--- config.mk ---
export PLATFORM = sky130hd
export DESIGN_NAME = dda_line_stepper_unit_flat
export DESIGN_NICKNAME = d
export VERILOG_FILES = /design/src/dls_pkg.sv /design/src/dls_cmd_if.sv /design/src/dls_pix_if.sv /design/src/dls_ctrl.sv /design/src/dls_datapath.sv /design/src/dda_line_stepper_unit.sv /design/src/flat_wrapper.sv
export SDC_FILE = /design/constraint.sdc
export NUM_CORES = 2
export LEC_CHECK = 0
export BUFFER_PORTS_ARGS = -buffer_cell sky130_fd_sc_hd__buf_2
export CAP_MARGIN = 20
export CORE_MARGIN = 3
export CORE_UTILIZATION = 38
export DETAILED_ROUTE_END_ITERATION = 8
export PLACE_DENSITY = 0.6
export SYNTH_ARGS = -nofsm -noshare
export SYNTH_HDL_FRONTEND = slang
export SYNTH_SLANG_ARGS = --single-unit
--- constraint.sdc ---
create_clock -name clk -period 11.3 [get_ports clk]
set_input_delay 0.565 -clock clk [delete_from_list [all_inputs] [get_ports clk]]
set_output_delay 0.565 -clock clk [all_outputs]
set_load 0.02 [all_outputs]
--- src/dls_pkg.sv ---
// shared constants, command codes and control/status types of the dda line stepper
`timescale 1ns / 1ps
`default_nettype none
package dls_pkg;

  localparam int COORD_INT_BITS_DEF  = 12;
  localparam int COORD_FRAC_BITS_DEF = 8;
  localparam int STEP_FRAC_BITS_DEF  = 17;

  localparam int PIX_W   = 13;
  localparam int COLOR_W = 24;

  typedef enum logic {
    CMD_LOAD = 1'b0,
    CMD_STEP = 1'b1
  } dls_cmd_t;

  // controller to datapath
  typedef struct packed {
    logic load;
    logic step;
    logic abs_en;
    logic max_en;
    logic div_init;
    logic div_step;
    logic sign_en;
    logic setup_en;
  } dls_ctrl_t;

  // datapath to controller
  typedef struct packed {
    logic mx_zero;
    logic out_stall;
  } dls_stat_t;

endpackage
`default_nettype wire

--- src/dls_cmd_if.sv ---
// command channel: load or step commands with line endpoints and colour
`timescale 1ns / 1ps
`default_nettype none
interface dls_cmd_if
  import dls_pkg::*;
#(
  parameter int COORD_W = COORD_INT_BITS_DEF + COORD_FRAC_BITS_DEF + 1
) ();
  logic                      valid;
  logic                      ready;
  logic                      command;
  logic signed [COORD_W-1:0] start_x;
  logic signed [COORD_W-1:0] start_y;
  logic signed [COORD_W-1:0] end_x;
  logic signed [COORD_W-1:0] end_y;
  logic [COLOR_W-1:0]        line_color;

  modport source (
    output valid, command, start_x, start_y, end_x, end_y, line_color,
    input  ready
  );
  modport sink (
    input  valid, command, start_x, start_y, end_x, end_y, line_color,
    output ready
  );
endinterface
`default_nettype wire

--- src/dls_pix_if.sv ---
// pixel channel: one rasterised pixel per item
`timescale 1ns / 1ps
`default_nettype none
interface dls_pix_if
  import dls_pkg::*;
();
  logic                    valid;
  logic                    ready;
  logic signed [PIX_W-1:0] pixel_x;
  logic signed [PIX_W-1:0] pixel_y;
  logic [COLOR_W-1:0]      pixel_color;
  logic                    last_pixel;

  modport source (
    output valid, pixel_x, pixel_y, pixel_color, last_pixel,
    input  ready
  );
  modport sink (
    input  valid, pixel_x, pixel_y, pixel_color, last_pixel,
    output ready
  );
endinterface
`default_nettype wire

--- src/dls_ctrl.sv ---
// controller: line load sequencing, divider iteration count and handshake
`timescale 1ns / 1ps
`default_nettype none
module dls_ctrl
  import dls_pkg::*;
#(
  parameter int STEP_FRAC_BITS = STEP_FRAC_BITS_DEF
) (
  input  wire logic      clk,
  input  wire logic      rst_n,
  input  wire logic      in_valid,
  input  wire logic      in_command,
  output logic           in_ready,
  input  wire dls_stat_t stat,
  output dls_ctrl_t      ctrl
);

  localparam int QW    = STEP_FRAC_BITS + 2;
  localparam int CNT_W = $clog2(QW);

  typedef enum logic [6:0] {
    S_IDLE  = 7'b0000001,
    S_ABS   = 7'b0000010,
    S_MAX   = 7'b0000100,
    S_INIT  = 7'b0001000,
    S_DIV   = 7'b0010000,
    S_SIGN  = 7'b0100000,
    S_SETUP = 7'b1000000
  } state_t;

  state_t           state_r, state_nxt;
  logic [CNT_W-1:0] cnt_r, cnt_nxt;
  logic             in_fire;

  assign in_ready = (state_r == S_IDLE) && !stat.out_stall;
  assign in_fire  = in_valid && in_ready;

  always_comb begin
    ctrl          = '0;
    ctrl.load     = in_fire && (in_command == CMD_LOAD);
    ctrl.step     = in_fire && (in_command == CMD_STEP);
    ctrl.abs_en   = (state_r == S_ABS);
    ctrl.max_en   = (state_r == S_MAX);
    ctrl.div_init = (state_r == S_INIT);
    ctrl.div_step = (state_r == S_DIV);
    ctrl.sign_en  = (state_r == S_SIGN);
    ctrl.setup_en = (state_r == S_SETUP);
  end

  always_comb begin
    state_nxt = state_r;
    cnt_nxt   = cnt_r;
    case (state_r)
      S_IDLE: begin
        if (in_fire && (in_command == CMD_LOAD)) begin
          state_nxt = S_ABS;
        end
      end
      S_ABS:  state_nxt = S_MAX;
      S_MAX:  state_nxt = S_INIT;
      S_INIT: begin
        // a line shorter than one pixel ends here
        cnt_nxt   = '0;
        state_nxt = stat.mx_zero ? S_IDLE : S_DIV;
      end
      S_DIV: begin
        cnt_nxt = cnt_r + CNT_W'(1);
        if (cnt_r == CNT_W'(QW - 1)) begin
          state_nxt = S_SIGN;
        end
      end
      S_SIGN:  state_nxt = S_SETUP;
      S_SETUP: state_nxt = S_IDLE;
      default: state_nxt = S_IDLE;
    endcase
  end

  always_ff @(posedge clk) begin
    if (!rst_n) begin
      state_r <= S_IDLE;
      cnt_r   <= '0;
    end else begin
      state_r <= state_nxt;
      cnt_r   <= cnt_nxt;
    end
  end

endmodule
`default_nettype wire

--- src/dls_datapath.sv ---
// datapath: delta/abs/max, two restoring dividers, position accumulators, pixel register
`timescale 1ns / 1ps
`default_nettype none
module dls_datapath
  import dls_pkg::*;
#(
  parameter int COORD_INT_BITS  = COORD_INT_BITS_DEF,
  parameter int COORD_FRAC_BITS = COORD_FRAC_BITS_DEF,
  parameter int STEP_FRAC_BITS  = STEP_FRAC_BITS_DEF,
  parameter int COORD_W         = COORD_INT_BITS + COORD_FRAC_BITS + 1
) (
  input  wire logic                      clk,
  input  wire logic                      rst_n,
  input  wire dls_ctrl_t                 ctrl,
  output dls_stat_t                      stat,
  input  wire logic signed [COORD_W-1:0] start_x,
  input  wire logic signed [COORD_W-1:0] start_y,
  input  wire logic signed [COORD_W-1:0] end_x,
  input  wire logic signed [COORD_W-1:0] end_y,
  input  wire logic [COLOR_W-1:0]        line_color,
  output logic                           out_valid,
  input  wire logic                      out_ready,
  output logic signed [PIX_W-1:0]        pixel_x,
  output logic signed [PIX_W-1:0]        pixel_y,
  output logic [COLOR_W-1:0]             pixel_color,
  output logic                           last_pixel
);

  localparam int CF       = COORD_FRAC_BITS;
  localparam int SF       = STEP_FRAC_BITS;
  localparam int MX_W     = COORD_INT_BITS + 1;
  localparam int PL_W     = COORD_INT_BITS + 2;
  localparam int NUM_W    = COORD_W + SF + 1;
  localparam int QW       = SF + 2;
  localparam int STEP_W   = SF + 3;
  localparam int AW       = COORD_INT_BITS + SF + 3;
  localparam int ACC_UP   = (SF >= CF) ? (SF - CF) : 0;
  localparam int ACC_DOWN = (SF >= CF) ? 0 : (CF - SF);
  localparam logic signed [AW-1:0] ONE_ACC = signed'(AW'(1) << SF);
  localparam logic signed [AW-1:0] NEG_ONE = -ONE_ACC;

  logic signed [COORD_W:0]   dx_r, dy_r;
  logic [COORD_W-1:0]        ax_r, ay_r;
  logic                      negx_r, negy_r;
  logic [MX_W-1:0]           mx_r;
  logic [PL_W-1:0]           pl_r;
  logic signed [AW-1:0]      pos_x_r, pos_y_r;
  logic signed [AW-1:0]      tgt_x_r, tgt_y_r;
  // distance to the end point after the next advance
  logic signed [AW-1:0]      ahd_x_r, ahd_y_r;
  logic [NUM_W-1:0]          rem_x_r, rem_y_r, dsh_r;
  logic [QW-1:0]             q_x_r, q_y_r;
  logic signed [STEP_W-1:0]  step_x_r, step_y_r;
  logic [COLOR_W-1:0]        color_r;
  logic                      active_r;
  logic                      out_valid_r;
  logic signed [PIX_W-1:0]   pix_x_r, pix_y_r;
  logic [COLOR_W-1:0]        pix_c_r;
  logic                      last_r;

  logic signed [COORD_W:0]   dx_nxt, dy_nxt;
  logic [COORD_W-1:0]        amax;
  logic                      near_x, near_y, more;
  logic                      ge_x, ge_y;
  logic [PIX_W-1:0]          trunc_x, trunc_y;
  logic                      emit;

  function automatic logic signed [AW-1:0] to_acc(input logic signed [COORD_W-1:0] v);
    logic signed [AW-1:0] e;
    e = AW'(v);
    return (e <<< ACC_UP) >>> ACC_DOWN;
  endfunction

  function automatic logic [PIX_W-1:0] trunc_pix(input logic signed [AW-1:0] a);
    logic signed [AW-1:0] fl;
    logic                 adj;
    fl  = a >>> SF;
    adj = a[AW-1] && (a[SF-1:0] != '0);
    return PIX_W'(fl + AW'(adj));
  endfunction

  assign dx_nxt  = (COORD_W + 1)'(end_x) - (COORD_W + 1)'(start_x);
  assign dy_nxt  = (COORD_W + 1)'(end_y) - (COORD_W + 1)'(start_y);
  assign amax    = (ax_r > ay_r) ? ax_r : ay_r;
  assign ge_x    = (rem_x_r >= dsh_r);
  assign ge_y    = (rem_y_r >= dsh_r);
  assign near_x  = (ahd_x_r > NEG_ONE) && (ahd_x_r < ONE_ACC);
  assign near_y  = (ahd_y_r > NEG_ONE) && (ahd_y_r < ONE_ACC);
  assign more    = (pl_r > PL_W'(1)) && !(near_x && near_y);
  assign trunc_x = trunc_pix(pos_x_r);
  assign trunc_y = trunc_pix(pos_y_r);
  assign emit    = ctrl.step && active_r;

  assign stat.mx_zero   = (mx_r == '0);
  assign stat.out_stall = out_valid_r && !out_ready;

  always_ff @(posedge clk) begin
    if (ctrl.load) begin
      dx_r    <= dx_nxt;
      dy_r    <= dy_nxt;
      pos_x_r <= to_acc(start_x);
      pos_y_r <= to_acc(start_y);
      tgt_x_r <= to_acc(end_x);
      tgt_y_r <= to_acc(end_y);
      color_r <= line_color;
    end
    if (ctrl.abs_en) begin
      negx_r  <= dx_r[COORD_W];
      negy_r  <= dy_r[COORD_W];
      ax_r    <= COORD_W'(dx_r[COORD_W] ? -dx_r : dx_r);
      ay_r    <= COORD_W'(dy_r[COORD_W] ? -dy_r : dy_r);
      ahd_x_r <= pos_x_r - tgt_x_r;
      ahd_y_r <= pos_y_r - tgt_y_r;
    end
    if (ctrl.max_en) begin
      mx_r <= MX_W'(amax >> CF);
    end
    if (ctrl.div_init) begin
      // numerator carries half the divisor for round to nearest
      rem_x_r <= (NUM_W'(ax_r) << SF) + (NUM_W'(mx_r) << (CF - 1));
      rem_y_r <= (NUM_W'(ay_r) << SF) + (NUM_W'(mx_r) << (CF - 1));
      dsh_r   <= NUM_W'(mx_r) << (CF + QW - 1);
      q_x_r   <= '0;
      q_y_r   <= '0;
      pl_r    <= PL_W'(mx_r) + PL_W'(1);
    end
    if (ctrl.div_step) begin
      rem_x_r <= ge_x ? rem_x_r - dsh_r : rem_x_r;
      rem_y_r <= ge_y ? rem_y_r - dsh_r : rem_y_r;
      q_x_r   <= {q_x_r[QW-2:0], ge_x};
      q_y_r   <= {q_y_r[QW-2:0], ge_y};
      dsh_r   <= dsh_r >> 1;
    end
    if (ctrl.sign_en) begin
      step_x_r <= negx_r ? -STEP_W'(q_x_r) : STEP_W'(q_x_r);
      step_y_r <= negy_r ? -STEP_W'(q_y_r) : STEP_W'(q_y_r);
    end
    if (ctrl.setup_en) begin
      ahd_x_r <= ahd_x_r + AW'(step_x_r);
      ahd_y_r <= ahd_y_r + AW'(step_y_r);
    end
    if (emit) begin
      pos_x_r <= pos_x_r + AW'(step_x_r);
      pos_y_r <= pos_y_r + AW'(step_y_r);
      ahd_x_r <= ahd_x_r + AW'(step_x_r);
      ahd_y_r <= ahd_y_r + AW'(step_y_r);
      pl_r    <= pl_r - PL_W'(1);
      pix_x_r <= signed'(trunc_x);
      pix_y_r <= signed'(trunc_y);
      pix_c_r <= color_r;
      last_r  <= !more;
    end
  end

  always_ff @(posedge clk) begin
    if (!rst_n) begin
      active_r    <= 1'b0;
      out_valid_r <= 1'b0;
    end else begin
      if (ctrl.load) begin
        active_r <= 1'b0;
      end else if (ctrl.setup_en) begin
        active_r <= 1'b1;
      end else if (emit) begin
        active_r <= more;
      end
      if (emit) begin
        out_valid_r <= 1'b1;
      end else if (out_ready) begin
        out_valid_r <= 1'b0;
      end
    end
  end

  assign out_valid   = out_valid_r;
  assign pixel_x     = pix_x_r;
  assign pixel_y     = pix_y_r;
  assign pixel_color = pix_c_r;
  assign last_pixel  = last_r;

endmodule
`default_nettype wire

--- src/dda_line_stepper_unit.sv ---
// Fixed-point DDA line stepper. A load item (command 0) takes a line from start to end
// and its colour; each step item (command 1) then returns one pixel, the current position
// truncated toward zero, with last_pixel set on the final one. Steps with no line loaded,
// and loads, return nothing. Step items are taken one per cycle while the pixel register
// is free or being drained. A load keeps the command channel busy through the abs, max,
// divider-init, divide, sign and setup states; the restoring divider forms both axis steps
// at one quotient bit per cycle, and a line shorter than one pixel returns to idle after
// divider-init. A load issued while a line is active replaces it.
`timescale 1ns / 1ps
`default_nettype none
module dda_line_stepper_unit
  import dls_pkg::*;
#(
  parameter int COORD_INT_BITS  = COORD_INT_BITS_DEF,
  parameter int COORD_FRAC_BITS = COORD_FRAC_BITS_DEF,
  parameter int STEP_FRAC_BITS  = STEP_FRAC_BITS_DEF
) (
  input wire logic clk,
  input wire logic rst_n,
  dls_cmd_if.sink  in_ch,
  dls_pix_if.source out_ch
);

  localparam int COORD_W = COORD_INT_BITS + COORD_FRAC_BITS + 1;

  dls_ctrl_t ctrl;
  dls_stat_t stat;

  dls_ctrl #(
    .STEP_FRAC_BITS (STEP_FRAC_BITS)
  ) u_ctrl (
    .clk        (clk),
    .rst_n      (rst_n),
    .in_valid   (in_ch.valid),
    .in_command (in_ch.command),
    .in_ready   (in_ch.ready),
    .stat       (stat),
    .ctrl       (ctrl)
  );

  dls_datapath #(
    .COORD_INT_BITS  (COORD_INT_BITS),
    .COORD_FRAC_BITS (COORD_FRAC_BITS),
    .STEP_FRAC_BITS  (STEP_FRAC_BITS),
    .COORD_W         (COORD_W)
  ) u_dp (
    .clk         (clk),
    .rst_n       (rst_n),
    .ctrl        (ctrl),
    .stat        (stat),
    .start_x     (in_ch.start_x),
    .start_y     (in_ch.start_y),
    .end_x       (in_ch.end_x),
    .end_y       (in_ch.end_y),
    .line_color  (in_ch.line_color),
    .out_valid   (out_ch.valid),
    .out_ready   (out_ch.ready),
    .pixel_x     (out_ch.pixel_x),
    .pixel_y     (out_ch.pixel_y),
    .pixel_color (out_ch.pixel_color),
    .last_pixel  (out_ch.last_pixel)
  );

endmodule
`default_nettype wire

--- src/flat_wrapper.sv ---
// flat-port wrapper written by rule: the top's interface ports become plain ports
module dda_line_stepper_unit_flat import dls_pkg::*;
#(
  parameter int COORD_INT_BITS  = COORD_INT_BITS_DEF,
  parameter int COORD_FRAC_BITS = COORD_FRAC_BITS_DEF,
  parameter int STEP_FRAC_BITS  = STEP_FRAC_BITS_DEF
)
  (clk, rst_n, in_ch_valid, in_ch_command, in_ch_start_x, in_ch_start_y, in_ch_end_x, in_ch_end_y, in_ch_line_color, in_ch_ready, out_ch_valid, out_ch_pixel_x, out_ch_pixel_y, out_ch_pixel_color, out_ch_last_pixel, out_ch_ready);
  dls_cmd_if in_ch_i ();
  dls_pix_if out_ch_i ();
  input wire logic clk;
  input wire logic rst_n;
  input wire logic [$bits(in_ch_i.valid)-1:0] in_ch_valid;
  input wire logic [$bits(in_ch_i.command)-1:0] in_ch_command;
  input wire logic [$bits(in_ch_i.start_x)-1:0] in_ch_start_x;
  input wire logic [$bits(in_ch_i.start_y)-1:0] in_ch_start_y;
  input wire logic [$bits(in_ch_i.end_x)-1:0] in_ch_end_x;
  input wire logic [$bits(in_ch_i.end_y)-1:0] in_ch_end_y;
  input wire logic [$bits(in_ch_i.line_color)-1:0] in_ch_line_color;
  output wire logic [$bits(in_ch_i.ready)-1:0] in_ch_ready;
  output wire logic [$bits(out_ch_i.valid)-1:0] out_ch_valid;
  output wire logic [$bits(out_ch_i.pixel_x)-1:0] out_ch_pixel_x;
  output wire logic [$bits(out_ch_i.pixel_y)-1:0] out_ch_pixel_y;
  output wire logic [$bits(out_ch_i.pixel_color)-1:0] out_ch_pixel_color;
  output wire logic [$bits(out_ch_i.last_pixel)-1:0] out_ch_last_pixel;
  input wire logic [$bits(out_ch_i.ready)-1:0] out_ch_ready;
  assign in_ch_i.valid = in_ch_valid;
  assign in_ch_i.command = in_ch_command;
  assign in_ch_i.start_x = in_ch_start_x;
  assign in_ch_i.start_y = in_ch_start_y;
  assign in_ch_i.end_x = in_ch_end_x;
  assign in_ch_i.end_y = in_ch_end_y;
  assign in_ch_i.line_color = in_ch_line_color;
  assign in_ch_ready = in_ch_i.ready;
  assign out_ch_valid = out_ch_i.valid;
  assign out_ch_pixel_x = out_ch_i.pixel_x;
  assign out_ch_pixel_y = out_ch_i.pixel_y;
  assign out_ch_pixel_color = out_ch_i.pixel_color;
  assign out_ch_last_pixel = out_ch_i.last_pixel;
  assign out_ch_i.ready = out_ch_ready;
  dda_line_stepper_unit #(.COORD_INT_BITS(COORD_INT_BITS), .COORD_FRAC_BITS(COORD_FRAC_BITS), .STEP_FRAC_BITS(STEP_FRAC_BITS)) u_core (.clk(clk), .rst_n(rst_n), .in_ch(in_ch_i), .out_ch(out_ch_i));
endmodule
* After elaboration in Yosys (flattened, before gate mapping) *
Cells that the tools add are included.

cells by class
  add/subtract/negate cells = 21
  magnitude comparators = 8
  eq/ne operators = 12
  multiplexer cells = 37
  bitwise logic cells = 2
  reduce and logical (&&, ||, !) cells = 29

operators with widths
  kind                                                              count
  2-to-1 mux 32 bit                                                 10
  2-to-1 mux 39 bit                                                 6
  adder 32 x 20 -> 32 bit                                           4
  2-to-1 mux 19 bit                                                 5
  adder 38 x 20 -> 39 bit                                           2
  greater-or-equal comparator 39 bit                                2
  subtractor 39 bit                                                 2
  2-to-1 mux 38 bit                                                 2
  greater-than comparator 32 x 18 -> 1 bit (second input constant)  2
  less-than comparator 32 x 19 -> 1 bit (second input constant)     2
  subtractor 32 x 30 -> 32 bit                                      2
  2-to-1 mux 21 bit                                                 3
  subtractor 21 x 21 -> 22 bit                                      2
  negation 21 bit                                                   2
  case mux 7 bit (6 select lines)                                   1
  negation 19 -> 20 bit                                             2
  nonzero test 17 bit                                               2
  2-to-1 mux 14 bit                                                 2
  adder 13 x 2 -> 13 bit                                            2
  greater-than comparator 21 bit                                    1
  adder 13 x 1 -> 14 bit (second input constant)                    1
  greater-than comparator 14 x 1 -> 1 bit (second input constant)   1
  2-to-1 mux 7 bit                                                  2
  subtractor 14 x 1 -> 14 bit (second input constant)               1
  other kinds (22)                                                  48

word-level totals
  register bits after elaboration = 569
  bits of input ports = 113

* Longest topological paths before layout *
  depth after elaboration = 9
  depth in mapped cells = 14

* Modules after synthesis *
A second synthesis with hierarchy kept.

unflattened totals
  cells, all modules = 3,931
  area total of the unflattened synthesis = 39,236.4 sq um

by module, submodules not included
  module        times used  cells an instance  area an instance (sq um)  sequential area each (sq um)
  dls_datapath  1           3,838              38,408.1                  16,696.0
  dls_ctrl      1           93                 828.3                     240.2

* Worst setup path after synthesis *
Ideal clock, no wire load.

  kind = flip-flop to flip-flop
  start point = register u_core.u_ctrl.state_r[1]
  end point = register u_core.u_dp.color_r[0] (enable)
  setup time = 0.580 ns
  arrival = 5.866 ns
  required time = 10.720 ns
  slack = 4.853 ns
  cell stages (with the launch flop) = 6
  clock period less this slack = 6.447 ns
  cells stage by stage = dfxtp_1 -> nor4_1 -> nor2b_1 -> and3b_1 -> nand3_1 -> nor2_1

RTL lines
  what                    line                 RTL
  start, declared         dls_ctrl.sv:31       state_t state_r, state_nxt;
  start signal, assigned  dls_ctrl.sv:83       state_r <= state_nxt;
  end signal, assigned    dls_datapath.sv:105  color_r <= line_color;
  end, declared           dls_datapath.sv:54   logic [COLOR_W-1:0] color_r;

==> flow_summary.yaml <==
timing:
  slew_headroom: 0.297
  hold_violations: 0
  setup_violations: 0
  final.setup.tns_ns: 0
  rsz0062_at_grt: "false"
  worst_clock_skew_ns: 0.0275
  worstMarginPinSlew_ns: 1.05
  fin_crit_sh: 0.372
  max_freq_mhz: 238
  drv_slew: 0
  period_minus_slack_ns: 4.20
clocking:
  clkTransAtPathRegs_ns: 0.06
  cts_tree: "built"
  cts_resized: 0
  ctsHoldBuffers: 0
  cts_inserted_buffers: 72
  htree_num_levels: 3
  cts_buffer_depth: 3
  cts_sinks: 569
  worstSkewPairLatency_ns: 0.64
  clockRootBuffer: "clkbuf_16"
  cts_setup_buffers: 0
critical_path:
  cp.arrival_ns: 4.42
  crit_required_ns: 11.52
  worst-path-max-fanout: 76
  end_kind: "flip-flop"
  cp_slowest_cell: "buf_4"
  crit_chain: "nor4_1, nor2b_1, and3b_1, nand3_1, nor2_4, buf_4"
  crit_buf_inv: 1
  crit_family: "simple AND/OR/NAND/NOR gates"
  path_class: "reg2reg"
  slowest_delay_ns: 0.87
  cp-start-kind: "flip-flop"
route:
  viasPerCell: 5.55
  wl_per_cell_um: 19.5
  wl_mm: 104
  drt_iter0_drc: 2370
  first_pass_iters: 7
  ant_nets: 0
  dr_total_vias: 29485
  remaining_drc_errors: 0
pwr:
  ir_worst_vdd_v: 0.000130
  power_mw: 6.65
  p_leak_nw: 17.1
  power.density_mw_per_mm2: 155
global_route:
  globalRouteTotalUtil: 0.195
  overflow: 0
  first_global_vias: 27944
  grt_max_degree: 77
  grt_pass1_wl_mm: 160
  antenna_found_initial: 4
synthesis:
  yosysWarningCount: 0
  syn_area_mm2: 0.0382
  synthCells: 3796
  synth_edf_count: 554
  async_flop_share: 0
  synth-main-ff-cell: "edfxtp_1"
  yosysUniqueCellTypes: 93
  ys_seq_elements: 569
  avgSynthCellArea_um2: 10.1
  synth-seq-area-share: 0.444
  synth_nets: 4250
floorplan:
  fp.dieW_um: 323
  dieArea_mm2: 0.104
  coreArea_mm2: 0.0990
  ios: 166
  die_h_um: 323
  start_util: 0.385
  num_rows: 115
cells_and_area:
  fin_area_mm2: 0.0429
  final_core_util: 0.434
  stdcell_count: 5315
  synthToLayoutAreaGrowth_pct: 12.5
  layout_common_cells: "edfxtp_1, nand2_1, ha_1"
  nets: 4422
  final_common_cell: "edfxtp_1"
  layout-drive-gt1-share: 0.0904
min_path:
  hp-class: "in2reg"
place:
  hpwl_mm: 78.0
  routabilityCongestion: 0.928
  placed_area_mm2: 0.0405
  dp_cells: 5181
  io_buffers: 165
run:
  maxCapViolations: 0
run_status:
  status: "finished, final reports clean"
[cells by family (layout without fill, tap and decap cells)]
group | Yosys count | after routing | share of synthesized area
and+or+nand+nor | 1144 | 1144 | 0.149
AOI/OAI and AO/OA | 1009 | 1009 | 0.167
DFF | 569 | 569 | 0.444
xor gates and xnor gates | 383 | 383 | 0.0879
muxes | 22 | 22 | 0.00620
other | 0 | 3 | 0
buffers and inverters | 328 | 557 | 0.0324
adders and majority gates | 341 | 341 | 0.114
[worst reg2reg max path: cells and delay by family, from the launching register on]
| kind | cells | cell delay [ns] |
|---|---|---|
| flip-flops | 1 | 0.33 |
| AND/OR/NAND/NOR | 5 | 2.46 |
| buffers and inverters | 1 | 0.87 |
[report_power, final]
group / switching, mW / total (mW) / internal (mW)
combinational: 0.913 / 1.56 / 0.649
sequential: 0.160 / 2.74 / 2.58
clock: 0.961 / 2.35 / 1.39
[worst paths after layout]
kind | start | end | slack, ns | cells past startpoint
setup / recovery | u_core.u_ctrl.state_r[1] | u_core.u_dp.color_r[0] | 7.10 | 6
hold / removal | in_ch_line_color[16] | u_core.u_dp.color_r[16] | 0.13 | 1
setup reg to reg | u_core.u_ctrl.state_r[1] | u_core.u_dp.color_r[0] | 7.10 | 6
hold reg to reg | u_core.u_dp.color_r[14] | u_core.u_dp.pixel_color[14] | 0.41 | 0
[sequential cells by signal, indices dropped and copies added (netlist names), 20 cells and up]
name,count
u_core.u_dp.ahd_y_r,32
u_core.u_dp.step_y_r,20
u_core.u_dp.pos_y_r,32
u_core.u_dp.dx_r,22
u_core.u_dp.rem_x_r,39
u_core.u_dp.pos_x_r,32
u_core.u_dp.rem_y_r,39
u_core.u_dp.tgt_y_r,21
u_core.u_dp.ay_r,21
u_core.u_dp.step_x_r,20
u_core.u_dp.pixel_color,24
u_core.u_dp.dy_r,22
u_core.u_dp.tgt_x_r,21
u_core.u_dp.dsh_r,39
u_core.u_dp.color_r,24
u_core.u_dp.ahd_x_r,32
u_core.u_dp.ax_r,21
[per-layer routing]
layer  routed length (um)  global-route usage
met5                   20                   0
met4                 2050              0.0452
met3                 6760              0.0348
met2                44300               0.298
met1                50400               0.288
[through the flow]
| stage | worst slack [ns] | hold WS (ns) |
|---|---|---|
| 2_1_floorplan | 4.85 | 0.400 |
| 3_3_place_gp | 7.26 | 0.401 |
| 3_5_place_dp | 7.12 | 0.405 |
| 4_1_cts | 7.08 | 0.0875 |
| 5_1_grt | 6.78 | 0.0899 |
| 6_report | 7.10 | 0.125 |
[final cells by class]
class	instances	area [um^2]
well taps	1287	1610
clock inverters	44	526
fillers	9460	56100
repair buffers	184	968
diodes	3	7.51
inverters	242	911
multi-input cells	2899	20100
flip-flops and latches	569	16900
clock buffers	87	1890
[synthesized netlist by cell type (7+ instances only)]
cell type / number / area, um^2
edfxtp_1: 554 / 16600
nand2_1: 335 / 1260
ha_1: 329 / 4120
o21ai_0: 277 / 1390
a21oi_1: 256 / 1280
xnor2_1: 250 / 2190
nor2_1: 246 / 923
inv_1: 241 / 905
a21o_1: 142 / 1070
xor2_1: 133 / 1160
nand3_1: 101 / 505
clkbuf_1: 74 / 278
nor3_1: 62 / 310
nand4_1: 56 / 350
nand2b_1: 54 / 338
and2_1: 48 / 300
nor2b_1: 48 / 300
o31ai_1: 40 / 300
and3_1: 38 / 238
nor4_1: 38 / 238
or3_1: 37 / 231
o21a_1: 36 / 270
o21ai_1: 30 / 150
a31oi_1: 29 / 181
a211oi_1: 27 / 203
o21bai_1: 24 / 180
o41ai_1: 17 / 149
o211ai_1: 16 / 120
dfxtp_1: 15 / 300
and4_1: 14 / 123
or4_1: 14 / 105
mux2_2: 13 / 146
or2_2: 13 / 81.3
fa_1: 12 / 240
a31o_2: 10 / 87.6
a211o_1: 9 / 78.8
a21boi_0: 9 / 67.6
buf_1: 9 / 33.8
mux2i_1: 9 / 90.1
nand3b_1: 9 / 67.6
o31a_1: 9 / 78.8
o22ai_1: 8 / 50.1
nor3b_1: 7 / 52.6
o2111ai_1: 7 / 61.3
No activity file was read; power rests on OpenSTA's default activity.
